$ cat src/sv/skt_pkg.sv
package skt_pkg;

    localparam int KIND_W    = 3;
    localparam int KEY_W     = 16;
    localparam int TAG_W     = 64;
    localparam int STATUS_W  = 2;
    localparam int POS_W     = 4;
    localparam int CNT_OUT_W = 5;
    localparam int DEPTH_DEF = 16;

    // Command kinds.
    localparam logic [KIND_W-1:0] K_LOOKUP = 3'd0;
    localparam logic [KIND_W-1:0] K_INSERT = 3'd1;
    localparam logic [KIND_W-1:0] K_UPDATE = 3'd2;
    localparam logic [KIND_W-1:0] K_DELETE = 3'd3;
    localparam logic [KIND_W-1:0] K_CLEAR  = 3'd4;

    // Result status codes.
    localparam logic [STATUS_W-1:0] ST_OK       = 2'd0;
    localparam logic [STATUS_W-1:0] ST_NOTFOUND = 2'd1;
    localparam logic [STATUS_W-1:0] ST_FULL     = 2'd2;

    // Cell operations.
    localparam logic [1:0] OP_HOLD = 2'd0;
    localparam logic [1:0] OP_INS  = 2'd1;
    localparam logic [1:0] OP_DEL  = 2'd2;
    localparam logic [1:0] OP_UPD  = 2'd3;

    typedef struct packed {
        logic [KIND_W-1:0] kind;
        logic [KEY_W-1:0]  key;
        logic              done_in;
        logic [TAG_W-1:0]  tag_in;
    } cmd_t;

    typedef struct packed {
        logic [STATUS_W-1:0]  status;
        logic [POS_W-1:0]     position;
        logic                 done_out;
        logic [TAG_W-1:0]     tag_out;
        logic [CNT_OUT_W-1:0] count_out;
    } rsp_t;

    typedef struct packed {
        logic [KEY_W-1:0] key;
        logic             done;
        logic [TAG_W-1:0] tag;
    } entry_t;

    typedef struct packed {
        logic match;
        logic lt;
        logic open;
        logic ge;
        logic first;
        logic ins_here;
    } cell_flags_t;

endpackage

$ cat src/sv/skt_cell.sv
module skt_cell (
    input  logic                clk,
    input  logic [1:0]          op,
    input  skt_pkg::cmd_t       cmd,
    input  logic                valid,
    input  skt_pkg::entry_t     left_entry,
    input  logic                left_lt,
    input  logic                left_open,
    input  skt_pkg::entry_t     right_entry,
    output skt_pkg::entry_t     entry,
    output skt_pkg::cell_flags_t flags
);
    import skt_pkg::*;

    entry_t e_reg;
    entry_t e_next;

    // An open cell is empty or holds a key above the command key; open cells
    // form a suffix of the row because the keys are kept sorted.
    always_comb
    begin
        flags.match    = valid && (e_reg.key == cmd.key);
        flags.lt       = valid && (e_reg.key < cmd.key);
        flags.open     = !(valid && (e_reg.key <= cmd.key));
        flags.ge       = valid && !(e_reg.key < cmd.key);
        flags.first    = left_lt && flags.match;
        flags.ins_here = !left_open && flags.open;
    end

    always_comb
    begin
        e_next = e_reg;
        case (op)
            OP_INS:
            begin
                if (left_open)
                begin
                    e_next = left_entry;
                end
                else if (flags.open)
                begin
                    e_next.key  = cmd.key;
                    e_next.done = cmd.done_in;
                    e_next.tag  = cmd.tag_in;
                end
            end
            OP_DEL:
            begin
                if (flags.ge)
                begin
                    e_next = right_entry;
                end
            end
            OP_UPD:
            begin
                if (flags.first)
                begin
                    e_next.done = cmd.done_in;
                end
            end
            default:
            begin
                e_next = e_reg;
            end
        endcase
    end

    always_ff @(posedge clk)
    begin
        e_reg <= e_next;
    end

    assign entry = e_reg;

endmodule

$ cat src/sv/sorted_key_table.sv
// Channel   Handshake                  Word
// command   start in, busy out         cmd (kind, key, done_in, tag_in)
// result    result_valid out (strobe)  result (status, position, done_out, tag_out, count_out)
//
// A command is taken on an edge with start high and busy low; the row of cells
// works on it in the next cycle and the result strobe is registered from that
// work. A delete that finds its key keeps busy high while it removes one copy
// per pass, one cell shift per entry removed, and registers the strobe from a
// final compare. A new command may be taken while a result shows.
// Reset empties the table. The receiver cannot stall results.
module sorted_key_table #(
    parameter int DEPTH = skt_pkg::DEPTH_DEF
) (
    input  logic          clk,
    input  logic          rst_n,
    input  logic          start,
    output logic          busy,
    input  skt_pkg::cmd_t cmd,
    output logic          result_valid,
    output skt_pkg::rsp_t result
);
    import skt_pkg::*;

    localparam int IDX_W = $clog2(DEPTH);
    localparam int CNT_W = $clog2(DEPTH + 1);

    localparam logic [1:0] S_IDLE = 2'd0;
    localparam logic [1:0] S_EXEC = 2'd1;
    localparam logic [1:0] S_DEL  = 2'd2;

    logic [1:0]       state_reg, state_next;
    logic [CNT_W-1:0] count_reg, count_next;
    cmd_t             cmd_reg;
    rsp_t             rsp_reg, rsp_next;
    logic             rv_reg, rv_next;
    logic [1:0]       cell_op;

    entry_t      ent [DEPTH];
    cell_flags_t flg [DEPTH];
    logic [DEPTH-1:0] valid;

    logic             any_match;
    logic [IDX_W-1:0] hit_idx;
    logic             hit_done;
    logic [TAG_W-1:0] hit_tag;
    logic [IDX_W-1:0] ins_idx;

    genvar g;
    generate
        for (g = 0; g < DEPTH; g++)
        begin : g_cell
            entry_t left_e;
            entry_t right_e;
            logic   left_lt;
            logic   left_open;

            assign valid[g] = (CNT_W'(g) < count_reg);

            if (g == 0)
            begin : g_first
                assign left_e    = ent[g];
                assign left_lt   = 1'b1;
                assign left_open = 1'b0;
            end
            else
            begin : g_mid
                assign left_e    = ent[g-1];
                assign left_lt   = flg[g-1].lt;
                assign left_open = flg[g-1].open;
            end

            if (g == DEPTH - 1)
            begin : g_last
                assign right_e = ent[g];
            end
            else
            begin : g_inner
                assign right_e = ent[g+1];
            end

            skt_cell u_cell (
                .clk         (clk),
                .op          (cell_op),
                .cmd         (cmd_reg),
                .valid       (valid[g]),
                .left_entry  (left_e),
                .left_lt     (left_lt),
                .left_open   (left_open),
                .right_entry (right_e),
                .entry       (ent[g]),
                .flags       (flg[g])
            );
        end
    endgenerate

    // At most one cell flags the first match and one the insert slot.
    always_comb
    begin
        any_match = 1'b0;
        hit_idx   = '0;
        hit_done  = 1'b0;
        hit_tag   = '0;
        ins_idx   = '0;
        for (int i = 0; i < DEPTH; i++)
        begin
            any_match = any_match | flg[i].match;
            if (flg[i].first)
            begin
                hit_idx  = hit_idx | IDX_W'(i);
                hit_done = hit_done | ent[i].done;
                hit_tag  = hit_tag | ent[i].tag;
            end
            if (flg[i].ins_here)
            begin
                ins_idx = ins_idx | IDX_W'(i);
            end
        end
    end

    always_comb
    begin
        state_next = state_reg;
        count_next = count_reg;
        rsp_next   = rsp_reg;
        rv_next    = 1'b0;
        cell_op    = OP_HOLD;
        unique case (state_reg)
            S_IDLE:
            begin
                if (start)
                begin
                    state_next = S_EXEC;
                end
            end
            S_EXEC:
            begin
                state_next = S_IDLE;
                rv_next    = 1'b1;
                rsp_next   = '0;
                case (cmd_reg.kind) inside
                    K_LOOKUP, K_UPDATE:
                    begin
                        if (any_match)
                        begin
                            rsp_next.position = POS_W'(hit_idx);
                            rsp_next.tag_out  = hit_tag;
                            if (cmd_reg.kind == K_UPDATE)
                            begin
                                cell_op           = OP_UPD;
                                rsp_next.done_out = cmd_reg.done_in;
                            end
                            else
                            begin
                                rsp_next.done_out = hit_done;
                            end
                        end
                        else
                        begin
                            rsp_next.status = ST_NOTFOUND;
                        end
                    end
                    K_INSERT:
                    begin
                        if (count_reg == CNT_W'(DEPTH))
                        begin
                            rsp_next.status = ST_FULL;
                        end
                        else
                        begin
                            cell_op           = OP_INS;
                            count_next        = count_reg + 1'b1;
                            rsp_next.position = POS_W'(ins_idx);
                            rsp_next.done_out = cmd_reg.done_in;
                            rsp_next.tag_out  = cmd_reg.tag_in;
                        end
                    end
                    K_DELETE:
                    begin
                        if (any_match)
                        begin
                            cell_op           = OP_DEL;
                            count_next        = count_reg - 1'b1;
                            rsp_next.position = POS_W'(hit_idx);
                            rsp_next.done_out = hit_done;
                            rsp_next.tag_out  = hit_tag;
                            rv_next           = 1'b0;
                            state_next        = S_DEL;
                        end
                        else
                        begin
                            rsp_next.status = ST_NOTFOUND;
                        end
                    end
                    K_CLEAR:
                    begin
                        count_next = '0;
                    end
                    default:
                    begin
                        count_next = count_reg;
                    end
                endcase
                rsp_next.count_out = CNT_OUT_W'(count_next);
            end
            S_DEL:
            begin
                // Each pass removes one more copy of the key.
                if (any_match)
                begin
                    cell_op    = OP_DEL;
                    count_next = count_reg - 1'b1;
                end
                else
                begin
                    state_next         = S_IDLE;
                    rv_next            = 1'b1;
                    rsp_next.count_out = CNT_OUT_W'(count_reg);
                end
            end
            default:
            begin
                state_next = S_IDLE;
            end
        endcase
    end

    always_ff @(posedge clk or negedge rst_n)
    begin
        if (!rst_n)
        begin
            state_reg <= S_IDLE;
            count_reg <= '0;
            rv_reg    <= 1'b0;
        end
        else
        begin
            state_reg <= state_next;
            count_reg <= count_next;
            rv_reg    <= rv_next;
        end
    end

    always_ff @(posedge clk)
    begin
        rsp_reg <= rsp_next;
        if (start && !busy)
        begin
            cmd_reg <= cmd;
        end
    end

    assign busy         = (state_reg != S_IDLE);
    assign result_valid = rv_reg;
    assign result       = rsp_reg;

    a_count_range: assert property (@(posedge clk) disable iff (!rst_n)
        count_reg <= CNT_W'(DEPTH))
        else $error("entry count above table depth");

    a_strobe_idle: assert property (@(posedge clk) disable iff (!rst_n)
        rv_reg |-> state_reg == S_IDLE)
        else $error("result strobe while a command is still in work");

    a_accept_exec: assert property (@(posedge clk) disable iff (!rst_n)
        start && !busy |=> state_reg == S_EXEC)
        else $error("accepted command did not enter execution");

    a_full_count: assert property (@(posedge clk) disable iff (!rst_n)
        rv_reg && rsp_reg.status == ST_FULL |-> count_reg == CNT_W'(DEPTH))
        else $error("full status with room left in the table");

    a_del_shrink: assert property (@(posedge clk) disable iff (!rst_n)
        state_reg == S_DEL && any_match |=> count_reg == $past(count_reg) - 1'b1)
        else $error("delete pass did not remove an entry");

endmodule

$ cat config.mk
export PLATFORM = sky130hd
export DESIGN_NAME = sorted_key_table
export DESIGN_NICKNAME = d
export VERILOG_FILES = /design/src/sv/skt_pkg.sv /design/src/sv/skt_cell.sv /design/src/sv/sorted_key_table.sv
export SDC_FILE = /design/constraint.sdc
export NUM_CORES = 2
export LEC_CHECK = 0
export BUFFER_PORTS_ARGS = -buffer_cell sky130_fd_sc_hd__buf_2
export CAP_MARGIN = 20
export CORE_MARGIN = 2
export CORE_UTILIZATION = 45
export CTS_BUF_LIST = sky130_fd_sc_hd__clkbuf_4 sky130_fd_sc_hd__clkbuf_8 sky130_fd_sc_hd__clkbuf_16
export DETAILED_ROUTE_END_ITERATION = 8
export PLACE_DENSITY_LB_ADDON = 0.1
export SLEW_MARGIN = 10
export SYNTH_ARGS = -nofsm -noshare
export SYNTH_HDL_FRONTEND = slang
export SYNTH_SLANG_ARGS = --single-unit
$ cat constraint.sdc
create_clock -name clk -period 26.4 [get_ports clk]
set_input_delay 2.64 -clock clk [delete_from_list [all_inputs] [get_ports clk]]
set_output_delay 2.64 -clock clk [all_outputs]
set_load 0.01 [all_outputs]
==> flow_summary.json <==
{
  "cp_data_required_time_ps": 26980,
  "power_frac_comb_pct": 31.6,
  "layout_common_cells": "nand2_1, edfxtp_1, o21ai_0",
  "ys_dominant_reg_cell": "edfxtp_1",
  "critical_path.max_stage_delay_ps": 880,
  "crit_type": "reg -> reg",
  "fp.coreArea_sq_um": 183000,
  "crit_path_cell_trace": "inv_1, ha_1, nand4_1, nor4_1, nand2_1, and3_1, nand2_2, nand2b_1, inv_1, ha_4, buf_4, buf_4, buf_4, buf_4, mux2_2",
  "power_frac_seq_pct": 39.8,
  "max_cap_viol": 0,
  "mappedNetlistArea_sq_um": 83100,
  "start_kind": "flip-flop",
  "timing.setup.tns_ps": 0,
  "setup-violations-final": 0,
  "min_path_type": "reg -> reg",
  "synth_seq_cells": 1464,
  "vias_in_the_first_global_route": 60800,
  "port_buffers": 164,
  "width_of_the_die_um": 434,
  "top_level_ports": 165,
  "num_vias": 66100,
  "synth_edf_count": 1456,
  "ir_worst_vdd_mv": 0.100,
  "finalClockSkew_ps": 38.1,
  "arrival_time_of_data_at_the_critical_path_endpoint_ps": 9140,
  "floorplan.die_area_sq_um": 188000,
  "final_cell_count_no_fill": 10100,
  "antenna_found_initial": 12,
  "largest_net_degree_at_the_start_of_global_routing": 256,
  "crit_buf_inv": 6,
  "yosys.area.top_type_share_pct": 52.6,
  "num-fill-cells": 16600,
  "worst_path_max_delay_cell": "buf_4",
  "grtUsageTotal_pct": 33.4,
  "clk_transition_reported_paths_ps": 60,
  "synth_area_leader_cell": "edfxtp_1",
  "seq_area_frac_synth_pct": 52.9,
  "post-route-min-period_ps": 8560,
  "wl_per_cell_um": 31.8,
  "fin_ws_ps": 17840,
  "max_freq_mhz": 117,
  "crit_top_cell": "buf_4",
  "gpl.final_weighted_congestion": 0.946,
  "status": "finished, final reports clean",
  "synth_nets": 8113,
  "final_antenna_net_count": 0,
  "drt_first_iter_violations": 10200,
  "final_worst_path_cycle_share_pct": 32.4,
  "pre_cts_slack_ps": 18050,
  "numCtsBuffers": 168,
  "clock_tree_from_tritoncts": "built",
  "postCtsSetupBuffers": 0,
  "grt_pass1_wl_um": 453000,
  "largest_register_ff_count": 1296,
  "clockRootBuffer": "clkbuf_16",
  "worstMarginPinSlew_ps": 1240,
  "cts_resized": 0,
  "gr-total-overflow": 0,
  "highest_fanout_seen_on_the_critical_path": 116,
  "net_count_of_the_finished_layout": 7876,
  "htree_num_levels": 4,
  "dp_hpwl_um": 176000,
  "avgViaCountPerCell": 6.53,
  "drc_errors": 0,
  "drive_gt1_share_pct": 10.1,
  "pwr_density_cell_nw_per_um2": 87.9,
  "dpl.cell_count": 9815,
  "timing.critical_path.max_delay_family": "buffers and inverters",
  "cell_internal_pwr_mw": 5.15,
  "dieHeight_um": 434,
  "postSynth.asyncResetShare_pct": 0.546,
  "sw_frac_of_total_pct": 35.7,
  "power.share.clock_pct": 28.6,
  "ctsLongestPathBuffers": 3,
  "post_cts_hold_buffer_count": 0,
  "p_leak_nw": 31.2,
  "synthesis.area_per_instance_sq_um": 10.7,
  "postRouteWirelength_um": 322000,
  "final_common_cell": "nand2_1",
  "post_synth_num_cell_types": 75,
  "layout-area-overhead-vs-synth_pct": 9.58,
  "placement_rows": 157,
  "postSynthCellCount": 7760,
  "synth_area_leaders": "edfxtp_1, mux2i_1, o21ai_0",
  "start_util_pct": 45.3,
  "drt_pass1_iterations": 9,
  "clkLatencyLatePin_ps": 850,
  "cts_sinks": 1464,
  "cp-end-kind": "flip-flop",
  "rsz_0062_raised_after_global_routing": "no",
  "holdWs_ps": 553,
  "ys.warnings.count": 0,
  "drv_slew": 0,
  "finalHoldViolCount": 0,
  "maxSlewHeadroom_pct": 17.2,
  "power_switching_mw": 2.86
}
## metal layers
| metal | vias up | GRT usage [%] | wire (um) |
|---|---|---|---|
| li1 | 28600 | - | - |
| met3 | 676 | 4.98 | 32800 |
| met4 | 2 | 12.5 | 12900 |
| met1 | 32800 | 47.7 | 133000 |
| met2 | 3922 | 51.3 | 144000 |
| met5 | - | 0 | 7 |
## cell usage after synthesis (all sizes together) (7+ instances only)
master   number
nor4         13
nor2        134
edfxtp     1456
a221oi      113
buf         147
o21a          8
a222oi       66
nand2      1460
mux2i      1071
nor3         39
inv          60
and4          7
a211oi       13
o2111ai       7
a21o         13
o211ai       13
and2          7
a22oi       274
nand3       169
dfrtp         8
a21oi       265
nand4        53
or4           8
ha          266
mux2        146
nand2b       13
nor3b        13
clkbuf      558
nor2b        39
o21ai      1218
a221o        15
## worst reg2reg max path: cells and delay by family (launching register included)
family | cells | cell delay [ps]
flip-flops | 1 | 600
multiplexers | 1 | 520
buffers and inverters | 6 | 3940
AND/OR/NAND/NOR | 6 | 2140
adder cells (fa/ha/maj) | 2 | 1130
## power by group through the flow
stage,clock network [mW],logic [mW],registers (mW)
floorplan,0,1.65,3.11
global placement,0,2.43,3.22
detailed placement,0,2.49,3.22
CTS,2.32,2.49,3.18
global route,2.40,2.65,3.20
finish,2.29,2.53,3.18
## final cells by class
type	count	area (sq um)	area share, %
multi-input cells	5531	36600	40.2
diodes	9	22.5	0.0247
well taps	2464	3080	3.39
clock buffers	220	4680	5.14
repair buffers	298	2010	2.20
clock inverters	77	539	0.592
flip-flops and latches	1464	43900	48.2
inverters	60	225	0.247
## path summary, 6_finish.rpt
kind,startpoint,end,slack [ps],cells past startpoint
setup / recovery,cmd_reg[78]$_DFFE_PP_,g_cell[0].u_cell.entry[33]$_DFFE_PP_,17840,15
hold / removal,g_cell[15].u_cell.entry[46]$_DFFE_PP_,g_cell[14].u_cell.entry[46]$_DFFE_PP_,550,2
setup reg to reg,cmd_reg[78]$_DFFE_PP_,g_cell[0].u_cell.entry[33]$_DFFE_PP_,17840,15
hold reg to reg,g_cell[15].u_cell.entry[46]$_DFFE_PP_,g_cell[14].u_cell.entry[46]$_DFFE_PP_,550,2
max in group asynchronous,rst_n,state_reg[1]$_DFFE_PN0P_,24480,1
min in group asynchronous,rst_n,count_reg[3]$_DFFE_PN0P_,1670,1
## metrics by stage
stage | util [%] | total power, mW | area, sq um
2_1_floorplan | - | 4.76 | 83100
3_3_place_gp | 46.8 | 5.66 | 85700
3_5_place_dp | 46.8 | 5.71 | 85800
4_1_cts | 49.6 | 7.98 | 91000
5_1_grt | 49.7 | 8.25 | 91000
6_report | 49.7 | 8.01 | 91100
## cells by family after synthesis
family / synth area share [%]
buf+inv: 3.61
mux: 14.9
fa+ha+maj: 4.01
compound gates: 14.8
simple gates: 9.87
flops: 52.9
xor+xnor: 0.0211
Power figures use the tool's default switching activity.
